`src/design/tcm_pkg.sv`:
```
// tcm_pkg: shared types and constants for the timecode marker matcher
// no dependencies
`default_nettype none
package tcm_pkg;
  localparam logic [1:0] REQ_LOAD  = 2'd0;
  localparam logic [1:0] REQ_CLEAR = 2'd1;
  localparam logic [1:0] REQ_TC    = 2'd2;

  localparam logic [5:0] FPS_DEFAULT = 6'd30;
  localparam logic [7:0] TOL_DEFAULT = 8'd3;
  localparam logic [23:0] GAP_DEFAULT = 24'd48000;

  localparam logic [1:0] CFG_FPS = 2'd0;
  localparam logic [1:0] CFG_TOL = 2'd1;
  localparam logic [1:0] CFG_GAP = 2'd2;

  localparam logic RES_MATCH = 1'b0;
  localparam logic RES_UNMAPPED = 1'b1;

  // word passed from front to back over the cmd_valid / cmd_stall handshake
  typedef struct packed {
    logic [1:0]  req;
    logic [23:0] frames;
    logic [11:0] name_id;
    logic [39:0] pos;
  } tcm_cmd_t;
endpackage
`default_nettype wire

```
`src/design/tcm_front.sv`:
```
// tcm_front: accepts input words, converts timecode digits to absolute frames
// depends on tcm_pkg
`default_nettype none
module tcm_front import tcm_pkg::*; (
  input  wire logic        clk,
  input  wire logic        rst,
  input  wire logic        in_valid,
  output logic             in_stall,
  input  wire logic [1:0]  req_type,
  input  wire logic [23:0] entry_frames,
  input  wire logic [11:0] entry_name_id,
  input  wire logic [1:0]  hr_tens,
  input  wire logic [3:0]  hr_ones,
  input  wire logic [2:0]  min_tens,
  input  wire logic [3:0]  min_ones,
  input  wire logic [2:0]  sec_tens,
  input  wire logic [3:0]  sec_ones,
  input  wire logic [1:0]  frm_tens,
  input  wire logic [3:0]  frm_ones,
  input  wire logic [39:0] sample_position,
  input  wire logic [5:0]  fps,
  output logic             cmd_valid,
  input  wire logic        cmd_stall,
  output tcm_cmd_t         cmd
);
  // stage 1: seconds total; stage 2: multiply by fps and add frames
  logic        s1_valid;
  logic [1:0]  s1_req;
  logic [23:0] s1_frames;
  logic [11:0] s1_name;
  logic [39:0] s1_pos;
  logic [6:0]  s1_ff;
  logic [17:0] s1_secs;
  logic [6:0]  hh, mm, ss, ff;
  logic [17:0] secs_sum;
  logic [23:0] prod;

  assign hh = 7'(hr_tens) * 7'd10 + 7'(hr_ones);
  assign mm = 7'(min_tens) * 7'd10 + 7'(min_ones);
  assign ss = 7'(sec_tens) * 7'd10 + 7'(sec_ones);
  assign ff = 7'(frm_tens) * 7'd10 + 7'(frm_ones);
  assign secs_sum = (18'(hh) * 18'd60 + 18'(mm)) * 18'd60 + 18'(ss);

  assign in_stall = s1_valid | cmd_valid;
  assign prod = 24'(s1_secs) * 24'(fps) + 24'(s1_ff);

  always_ff @(posedge clk) begin
    if (rst) begin
      s1_valid <= 1'b0;
      cmd_valid <= 1'b0;
    end else begin
      if (in_valid && !in_stall) begin
        s1_valid <= 1'b1;
      end else if (s1_valid) begin
        s1_valid <= 1'b0;
      end
      if (s1_valid) begin
        cmd_valid <= 1'b1;
      end else if (cmd_valid && !cmd_stall) begin
        cmd_valid <= 1'b0;
      end
    end
    if (in_valid && !in_stall) begin
      s1_req <= req_type;
      s1_frames <= entry_frames;
      s1_name <= entry_name_id;
      s1_pos <= sample_position;
      s1_ff <= ff;
      s1_secs <= secs_sum;
    end
    if (s1_valid) begin
      cmd.req <= s1_req;
      cmd.frames <= (s1_req == REQ_TC) ? prod : s1_frames;
      cmd.name_id <= s1_name;
      cmd.pos <= s1_pos;
    end
  end
endmodule
`default_nettype wire

```
`config.mk`:
```
export PLATFORM = sky130hd
export DESIGN_NAME = tcm_front
export DESIGN_NICKNAME = d
export VERILOG_FILES = /design/src/design/tcm_pkg.sv /design/src/design/tcm_front.sv
export SDC_FILE = /design/constraint.sdc
export NUM_CORES = 1
export LEC_CHECK = 0
export ABC_AREA = 1
export BUFFER_PORTS_ARGS = -buffer_cell sky130_fd_sc_hd__buf_2
export CAP_MARGIN = 0
export CORE_MARGIN = 3
export CORE_UTILIZATION = 45
export CTS_BUF_LIST = sky130_fd_sc_hd__clkbuf_8
export DETAILED_ROUTE_END_ITERATION = 8
export GPL_TIMING_DRIVEN = 0
export HOLD_SLACK_MARGIN = 0.1
export PLACE_DENSITY = 0.69
export SETUP_SLACK_MARGIN = 0.05
export SLEW_MARGIN = 10
export SYNTH_ARGS = -nofsm -noshare
export SYNTH_HDL_FRONTEND = slang
export SYNTH_SLANG_ARGS = --single-unit
```
`constraint.sdc`:
```
create_clock -name clk -period 7.85 [get_ports clk]
set_clock_uncertainty 0.2 [all_clocks]
set_input_delay 0.3925 -clock clk [delete_from_list [all_inputs] [get_ports clk]]
set_output_delay 0.3925 -clock clk [all_outputs]
set_load 0.02 [all_outputs]
```
**Word level (Yosys, flattened, before mapping)**

Cells that the tools add are included.

- Add/subtract/negate cells: 7
- $mul: 7
- Equal/unequal tests: 1
- Mux-type cells: 4
- Bitwise operators: 1
- Reductions and logical operators: 5

Operators with widths:

| operator | number |
|---|---|
| $add 24x7->24 | 1 |
| $mul 18x6->24 | 1 |
| $mux 24 | 1 |
| $add 18x7->18 | 1 |
| $mul 14x4->16 const B | 1 |
| $add 13x7->14 | 1 |
| $add 6x4->7 | 2 |
| $add 7x4->7 | 2 |
| $mul 3x3->6 const B | 2 |
| $mul 7x4->11 const B | 1 |
| $mul 2x3->5 const B | 2 |
| $mux 1 | 3 |
| $eq 2x2->1 const B | 1 |
| $logic_and 1x1->1 | 2 |
| $logic_not 1->1 | 2 |
| $reduce_bool 2->1 | 1 |
| $or 1x1->1 | 1 |

- Register bits after elaboration: 183
- Input port bits: 114
- Output and inout port bits: 80

**Depth between registers and ports, before layout**

Gate-level depths: netlist of run 1.

- Depth after elaboration: 6
- Mapped depth: 42

**Least setup slack after synthesis of run 1**

OpenSTA, ideal clock, no wires.

- Path kind: flip-flop to flip-flop
- From: register s1_valid
- To: register s1_ff[0], enable pin
- Setup time: 564 ps
- Arrival: 6151 ps
- Required time: 7086 ps
- Slack: 935 ps
- Stages on the path, launching flop included: 3
- Path buffers: 0
- Cell sequence: dfxtp_1 or2_2 nor2_1

- Word-level cells in the longest chain between the ends: 3

RTL lines:

| element | RTL line | text |
|---|---|---|
| start, declared | tcm_front.sv:27 | `logic s1_valid;` |
| start signal, assigned | tcm_front.sv:49 | `s1_valid <= 1'b0;` |
| start signal, assigned | tcm_front.sv:53 | `s1_valid <= 1'b1;` |
| start signal, assigned | tcm_front.sv:55 | `s1_valid <= 1'b0;` |
| $or 1x1->1 | tcm_front.sv:44 | `assign in_stall = s1_valid \| cmd_valid;` |
| named net in_stall | tcm_front.sv:8 | `output logic in_stall,` |
| $logic_not 1->1 | tcm_front.sv:63 | `if (in_valid && !in_stall) begin` |
| $logic_and 1x1->1 | tcm_front.sv:63 |  |
| end signal, assigned | tcm_front.sv:68 | `s1_ff <= ff;` |
| end, declared | tcm_front.sv:32 | `logic [6:0] s1_ff;` |

The timed path passes the listed nets, and every way through them passes these cells.
A chain may end at the register's enable or synchronous reset.

**Final worst setup path of run 1**

- From: input hr_tens[0]
- To: register s1_secs[17], data pin

- Word-level cells in the longest chain between the ends: 6

RTL lines:

| element | RTL line | text |
|---|---|---|
| start, declared | tcm_front.sv:12 | `input wire logic [1:0] hr_tens,` |
| $mul 2x3->5 | tcm_front.sv:38 | `assign hh = 7'(hr_tens) * 7'd10 + 7'(hr_ones);` |
| $add 6x4->7 | tcm_front.sv:38 |  |
| $mul 7x4->11 | tcm_front.sv:42 | `assign secs_sum = (18'(hh) * 18'd60 + 18'(mm)) * 18'd60 + 18'(ss);` |
| $add 13x7->14 | tcm_front.sv:42 |  |
| $mul 14x4->16 | tcm_front.sv:42 |  |
| $add 18x7->18 | tcm_front.sv:42 |  |
| named net secs_sum[17] | tcm_front.sv:35 | `logic [17:0] secs_sum;` |
| end signal, assigned | tcm_front.sv:69 | `s1_secs <= secs_sum;` |
| end, declared | tcm_front.sv:33 | `logic [17:0] s1_secs;` |

The timed path passes the listed nets, and every way through them passes these cells.

==> reports/results.txt, run 1 <==
via/cell ratio -> 4.77
Largest stage delay, worst path -> 0.52 ns
Fin. Hold Viols -> 0
Port Buffers -> 187
Post-Syn Nets -> 1566
initial core utilization -> 46.0%
gr usage total -> 18.0%
class of the most critical setup path -> primary input to flop
Crit path required time -> 7.87 ns
Reg clk slew, reported paths -> 0.11 ns
Seq/Total Area, Yosys -> 42.4%
Post-DRT Antenna Nets -> 0
H-tree depth -> 4
area of the mapped netlist -> 12800 um2
dpl cells -> 1809
clock sinks -> 182
Finished Layout Cells -> 1930
Area Overhead vs Synth -> 21.9%
worst-margin pin slew -> 0.703 ns
Max stage delay cell, worst path -> fa_1
max_cap viols -> 0
Hold Buf Count CTS -> 89
Die Wd -> 175 um
Resize count post-CTS -> 0
drt pass-1 iters -> 5
first-pass GRT wire length -> 45200 um
Diodes inserted -> 0
RSZ-0062 raised after global routing -> false
maximum clock rate -> 145 MHz
Clock Latency Late Sink -> 0.45 ns
CTS tree -> yes
pre-CTS worst setup slack -> 0.452 ns
clock buffer depth -> 2
class of the most critical hold timing path -> primary input to flop
Layout Nets -> 1866
Final min period -> 6.92 ns
initial DRC count -> 562
row count -> 61
Avg WL per Cell -> 13.8 um
cell area after layout -> 15700 um2
Reg area -> 5450 um2
drt total wl -> 26700 um
Placer Congestion -> 0.956
final setup fails -> 0
Remaining DRCs -> 0
commonest non-fill, non-tap cell in the layout -> nand2_1
largest net degree at the start of global routing -> 42
Setup TNS Final -> 0 ns
Synth Warn # -> 0
Crit. End Element -> flop
Distinct cells, synth -> 48
area of the multi-input gates -> 6450 um2
GR Overflow Total -> 0
routed vias -> 9202
Worst setup SP type -> primary input
CP Max Fanout -> 6
die span in y -> 175 um
Critical Path AT -> 6.93 ns
Detail Placement HPWL -> 19900 um
vias in the first global route -> 9619
Core Region -> 27900 um2
Root Buffer -> clkbuf_8
Tcrit/Tclk final -> 88.1%
Post-synth EDFFs -> 180
Synth Flop Type -> edfxtp_1
commonest cells after routing, fill and taps aside -> nand2_1, inv_1, buf_2
async set or reset register ratio after synthesis -> 0%
share of cells above drive strength 1 -> 18.7%
Final Max Slew Viols -> 0
outcome -> finished clean
antenna violations before repair -> 0
placed inst area -> 14400 um2
number of synthesized register bits -> 182
number of buffers created by CTS -> 17
post-CTS setup buffer count -> 0
Gate Count Post-Synth -> 1239
I/O pins -> 194
Die ar. -> 30600 um2
Slew Limit Headroom -> 52.8%
synthesized area per cell -> 10.4 um2
final worst slack -> 0.933 ns
Fillers -> 2360
==> metrics by stage <==
step | hold slack, ns | util [%]
finish | 0.204 | 56.1
global route | 0.187 | 56.1
CTS | 0.171 | 56.1
detailed placement | 0.205 | 51.5
global placement | 0.200 | 51.0
floorplan | 0.200 | -
==> sequential cells by signal, indices dropped and copies added, names as in the netlist <==
signal,flops
s1_name,12
s1_ff,6
s1_req,2
s1_frames,24
cmd,78
s1_pos,40
s1_secs,18
cmd_valid,1
s1_valid,1
==> critical path: cells and delay by family <==
| kind | cells | cell delay [ns] |
|---|---|---|
| AND/OR/NAND/NOR | 13 | 1.47 |
| XOR/XNOR | 2 | 0.47 |
| adder cells (fa/ha/maj) | 9 | 3.86 |
| AO/OA/AOI/OAI | 1 | 0.22 |
| buffers and inverters | 7 | 0.49 |
==> cell usage after synthesis, types with 2 or more instances <==
cell | instances | area share (%)
nor4_1 | 2 | 0.097
a21o_1 | 7 | 0.41
nand4_1 | 14 | 0.68
a21boi_0 | 2 | 0.12
nand3b_2 | 2 | 0.18
inv_1 | 234 | 6.8
edfxtp_1 | 180 | 42
dfxtp_1 | 2 | 0.31
nand3_1 | 45 | 1.8
a21oi_2 | 6 | 0.41
inv_2 | 5 | 0.15
o21ai_1 | 4 | 0.16
and3_1 | 3 | 0.15
nand2_2 | 17 | 0.83
nand2_1 | 287 | 8.4
nand3_2 | 5 | 0.39
xor2_1 | 30 | 2.0
nor2_2 | 7 | 0.34
o21ai_0 | 26 | 1.0
nor2_1 | 32 | 0.94
fa_1 | 99 | 15
xnor2_1 | 20 | 1.4
clkbuf_1 | 16 | 0.47
a21oi_1 | 38 | 1.5
nand2_4 | 6 | 0.53
ha_1 | 114 | 11
conb_1 | 2 | 0.058
nor3_1 | 4 | 0.16
or2_2 | 7 | 0.34
a31oi_1 | 5 | 0.24
==> metal layers <==
layer | part of all wire (%) | GRT usage [%] | up-vias | routed length, um
li1 | - | - | 4585 | -
met1 | 41 | 21.3 | 4366 | 11000
met2 | 53 | 33.7 | 211 | 14200
met3 | 3.3 | 2.35 | 40 | 876
met4 | 2.4 | 5.59 | 0 | 647
met5 | 0 | 0 | - | 0
==> cell families after synthesis <==
group / Yosys count / share of synthesized area [%]
simple gates: 437 / 15.4
buf+inv: 256 / 7.49
fa+ha+maj: 213 / 26.5
flops: 182 / 42.4
compound gates: 97 / 4.41
xor+xnor: 52 / 3.75
other cells: 2 / 0.0585
==> worst paths after layout <==
path	from	end	slack, ns	depth (start not counted)
hold / removal	in_valid	s1_pos[30]$_DFFE_PP_	0.20	3
setup / recovery	hr_tens[0]	s1_secs[17]$_DFFE_PP_	0.93	32
setup reg to reg	s1_secs[4]$_DFFE_PP_	cmd[69]$_DFFE_PP_	2.94	19
hold reg to reg	s1_pos[39]$_DFFE_PP_	cmd[39]$_DFFE_PP_	0.22	0
==> cell type report <==
class / instances / share of cell area [%]
clock inverters: 15 / 1.03
clock buffers: 17 / 1.49
repair buffers: 281 / 12.4
well taps: 378 / 3.02
multi-input cells: 801 / 41.2
inverters: 240 / 5.76
plain buffers: 16 / 0.384
flip-flops and latches: 182 / 34.8
Power of run 1 is not shown: default switching activity piles up to over one toggle a cycle in this logic, so the estimate is an artifact.
==> run 2, diff against run 1 <==
Settings changed: GPL_TIMING_DRIVEN 0 to default.
Clock period 7.85 ns to 7.07 ns, I/O delays scaled along.
==> run 2 against run 1 <==
Compared with the run above:
- register-to-register slack got worse by 0.71 ns
- wire length decreased by 0.78%
- setup slack got worse by 0.48 ns
- critical path depth rose by 2
- utilization down 0.20 points
- first-iteration DRC count grew 5.9%
- flip-flop and latch count unchanged
- via count is essentially flat
- global-route usage down 0.36 points
==> reports/results.txt, run 2 (synthesized netlist as in run 1, its figures left out) <==
Area Overhead vs Synth -> 21.5%
Die ar. -> 30600 um2
Largest Register -> cmd
largest registers -> cmd: 78 flops, s1_pos: 40 flops, s1_frames: 24 flops
Port Buffers -> 193
class of the most critical setup path -> primary input to flop
via/cell ratio -> 4.78
Core Region -> 27900 um2
cell area after layout -> 15600 um2
row count -> 61
class of the most critical hold timing path -> primary input to flop
Fin. Hold Viols -> 0
clock buffer depth -> 2
Detail Placement HPWL -> 19200 um
Layout Nets -> 1859
CP Max Fanout -> 4
Largest register FFs -> 78
Final min period -> 6.61 ns
Avg WL per Cell -> 13.7 um
Largest stage delay, worst path -> 0.52 ns
Max stage delay cell, worst path -> fa_1
RSZ-0062 raised after global routing -> false
Worst setup SP type -> primary input
Remaining DRCs -> 0
Clock Latency Late Sink -> 0.45 ns
Util after Layout -> 55.9%
routed vias -> 9195
commonest cells after routing, fill and taps aside -> nand2_1, inv_1, buf_2
clock sinks -> 182
final setup fails -> 0
Slew Limit Headroom -> 29.8%
CTS tree -> yes
Reg clk slew, reported paths -> 0.10 ns
max_cap viols -> 0
drt total wl -> 26400 um
initial core utilization -> 46.0%
die span in y -> 175 um
drt pass-1 iters -> 5
outcome -> finished clean
Crit path required time -> 7.09 ns
antenna violations before repair -> 1
maximum clock rate -> 151 MHz
Tcrit/Tclk final -> 93.5%
H-tree depth -> 4
first-pass GRT wire length -> 44500 um
number of buffers created by CTS -> 17
Placer Congestion -> 0.955
I/O pins -> 194
worst-margin pin slew -> 1.05 ns
Post-DRT Antenna Nets -> 0
commonest non-fill, non-tap cell in the layout -> nand2_1
GR Overflow Total -> 0
placed inst area -> 14300 um2
Crit. End Element -> flop
initial DRC count -> 595
dpl cells -> 1802
Finished Layout Cells -> 1924
Final Max Slew Viols -> 0
Critical Path AT -> 6.63 ns
share of cells above drive strength 1 -> 19.4%
Die Wd -> 175 um
vias in the first global route -> 9441
post-CTS setup buffer count -> 0
Root Buffer -> clkbuf_8
largest net degree at the start of global routing -> 81
gr usage total -> 17.6%
-- run 2: cell count changes in the layout (fill, tap and decap cells not counted), moves of 3 or more --
| cell | before | now |
|---|---|---|
| buf_12 | 4 | 0 |
| buf_2 | 187 | 193 |
| buf_4 | 0 | 8 |
| clkbuf_1 | 16 | 0 |
| clkinvlp_4 | 4 | 1 |
| inv_6 | 1 | 5 |
-- run 2: area by class of cell --
cell class	count	area, um2
Antenna cell	1	2.50
Clock buffer	17	234
Clock inverter	15	179
Fill cell	2377	12300
Inverter	240	902
Multi-Input combinational cell	801	6450
Sequential cell	182	5450
Tap cell	378	473
Timing Repair Buffer	290	1920
-- run 2: metrics by stage --
stage | hold WS, ns | setup TNS [ns] | setup slack (ns)
detailed placement | 0.205 | -0.0862 | -0.0862
floorplan | 0.200 | 0 | 0.155
CTS | 0.178 | 0 | 0.413
global route | 0.177 | 0 | 0.0526
finish | 0.202 | 0 | 0.457
global placement | 0.200 | 0 | 0.0920
-- run 2: worst paths after layout --
check / startpoint / to / slack [ns] / depth (start not counted)
worst max-delay path: hr_tens[0] / s1_secs[17]$_DFFE_PP_ / 0.46 / 34
worst min register to register: s1_name[11]$_DFFE_PP_ / cmd[51]$_DFFE_PP_ / 0.23 / 0
worst min-delay path: sec_ones[2] / s1_secs[2]$_DFFE_PP_ / 0.20 / 3
worst max register to register: s1_secs[2]$_DFFE_PP_ / cmd[69]$_DFFE_PP_ / 2.23 / 19
-- run 2: metal layers --
metal | global-route usage (%) | up-vias | wire, um
li1 | - | 4583 | -
met1 | 21.4 | 4387 | 11100
met2 | 33.1 | 198 | 14000
met3 | 2.33 | 27 | 987
met4 | 4.32 | 0 | 449
met5 | 0 | - | 0
-- run 2: worst max-delay path: cells and delay by family --
kind | cells | cell delay (ns)
fa+ha+maj | 9 | 3.63
simple gates | 12 | 1.13
xor+xnor | 4 | 0.68
buf+inv | 8 | 0.68
compound gates | 1 | 0.14
-- run 2: repair_timing --
action	CTS	global route
endpoints found under the setup margin	0	1
gates resized for setup	0	2
hold endpoints to repair	86	0
hold buffers	89	0
Power of run 2 is left out for the same reason.
==> run 3, diff against run 2 <==
Settings changed: CORE_UTILIZATION 45 to 55, PLACE_DENSITY 0.69 to 0.81.
==> run 3 against run 2 <==
Compared with the run above:
- hold slack got worse by 0.025 ns
- critical path depth fell by 2
- cell count down 3.4%
- flip-flop and latch count unchanged
- global-route usage up 5.1 points
- critical path type unchanged
- critical endpoint is now s1_secs[16]$_DFFE_PP_
==> reports/results.txt, run 3 (synthesized netlist as in run 1, its figures left out) <==
commonest non-fill, non-tap cell in the layout -> nand2_1
first-pass GRT wire length -> 47200 um
Worst setup SP type -> primary input
maximum clock rate -> 151 MHz
Util after Layout -> 68.1%
GR Overflow Total -> 0
largest net degree at the start of global routing -> 81
H-tree depth -> 4
Max stage delay cell, worst path -> fa_1
final setup fails -> 0
Root Buffer -> clkbuf_8
initial core utilization -> 56.4%
Slew Limit Headroom -> 22.1%
outcome -> finished clean
Remaining DRCs -> 0
Die ar. -> 25200 um2
Largest Register -> cmd
met2 wire len -> 15100 um
Detail Placement HPWL -> 19300 um
worst-margin pin slew -> 1.17 ns
largest registers -> cmd: 78 flops, s1_pos: 40 flops, s1_frames: 24 flops
Reg area -> 5450 um2
area of the multi-input gates -> 6450 um2
Reg clk slew, reported paths -> 0.10 ns
Core Region -> 22800 um2
Fillers -> 1586
Top delay family on crit path -> adder cells
hold_sp -> sec_ones[2]
Critical Path AT -> 6.64 ns
class of the most critical hold timing path -> primary input to flop
Post-DRT Antenna Nets -> 0
initial DRC count -> 604
Port Buffers -> 193
Tcrit/Tclk final -> 93.8%
M1 WL -> 10500 um
worst reg-to-reg setup slack -> 2.17 ns
vias in the first global route -> 9994
Die Wd -> 159 um
clock buffer depth -> 2
Crit path required time -> 7.08 ns
routed vias -> 9489
Final min period -> 6.63 ns
Largest stage delay, worst path -> 0.56 ns
antenna violations before repair -> 2
Max Used Layer -> met4
CP startpoint -> hr_tens[0]
worst r2r src -> s1_secs[3]$_DFFE_PP_
drt pass-1 iters -> 5
die span in y -> 159 um
Setup TNS Final -> 0 ns
Area Overhead vs Synth -> 20.8%
met3 WL -> 1360 um
commonest cells after routing, fill and taps aside -> nand2_1, inv_1, buf_2
Final Max Slew Viols -> 0
RSZ-0062 raised after global routing -> false
Clock Latency Late Sink -> 0.46 ns
class of the most critical setup path -> primary input to flop
Avg WL per Cell -> 15.0 um
Worst Path Buf+Inv -> 8
row count -> 55
I/O pins -> 194
max_cap viols -> 0
via/cell ratio -> 5.10
CTS tree -> yes
Crit. End Element -> flop
gr usage total -> 22.7%
CP Max Fanout -> 4
number of buffers created by CTS -> 17
drt total wl -> 27900 um
Fin. Hold Viols -> 0
Placer Congestion -> 0.985
Largest register FFs -> 78
Layout Nets -> 1858
share of cells above drive strength 1 -> 19.4%
clock sinks -> 182
==> run 3: repair_timing <==
item / in CTS / in global routing
setup endpoints to repair: 0 / 1
hold buffers: 89 / 0
buffers inserted: 0 / 0
endpoints found under the hold margin: 87 / 0
gates resized for setup: 0 / 2
==> run 3: area by class of cell <==
type                            count  area share [%]
Antenna cell                        2          0.0323
Clock buffer                       17            1.51
Clock inverter                     15            1.13
Inverter                          240            5.81
Multi-Input combinational cell    801            41.6
Sequential cell                   182            35.1
Tap cell                          313            2.52
Timing Repair Buffer              289            12.3
==> run 3: path summary, 6_finish.rpt <==
path                            to  depth (start not counted)
max          s1_secs[16]$_DFFE_PP_                         32
min           s1_secs[2]$_DFFE_PP_                          3
min reg2reg      cmd[25]$_DFFE_PP_                          0
max reg2reg      cmd[68]$_DFFE_PP_                         19
==> run 3: stage by stage <==
stage	cells	instance area [um2]	setup slack, ns	hold slack [ns]
detailed placement	1736	14200	-0.0912	0.205
CTS	1857	15500	0.412	0.148
finish	1859	15500	0.435	0.178
global placement	1736	14200	0.0661	0.200
floorplan	1239	12800	0.155	0.200
global route	1859	15500	0.0881	0.175
==> run 3: routing by layer <==
layer  vias up  global-route usage [%]
li1       4578                       -
met1      4498                    25.4
met2       333                    42.9
met3        80                    3.60
met5         -                       0
met4         0                    9.11
==> run 3: tightest hold or removal path: cells and delay by family <==
kind | cells | cell delay [ns]
buffers and inverters | 1 | 0.10
adders and majority gates | 2 | 0.28
Power of run 3 is left out for the same reason.
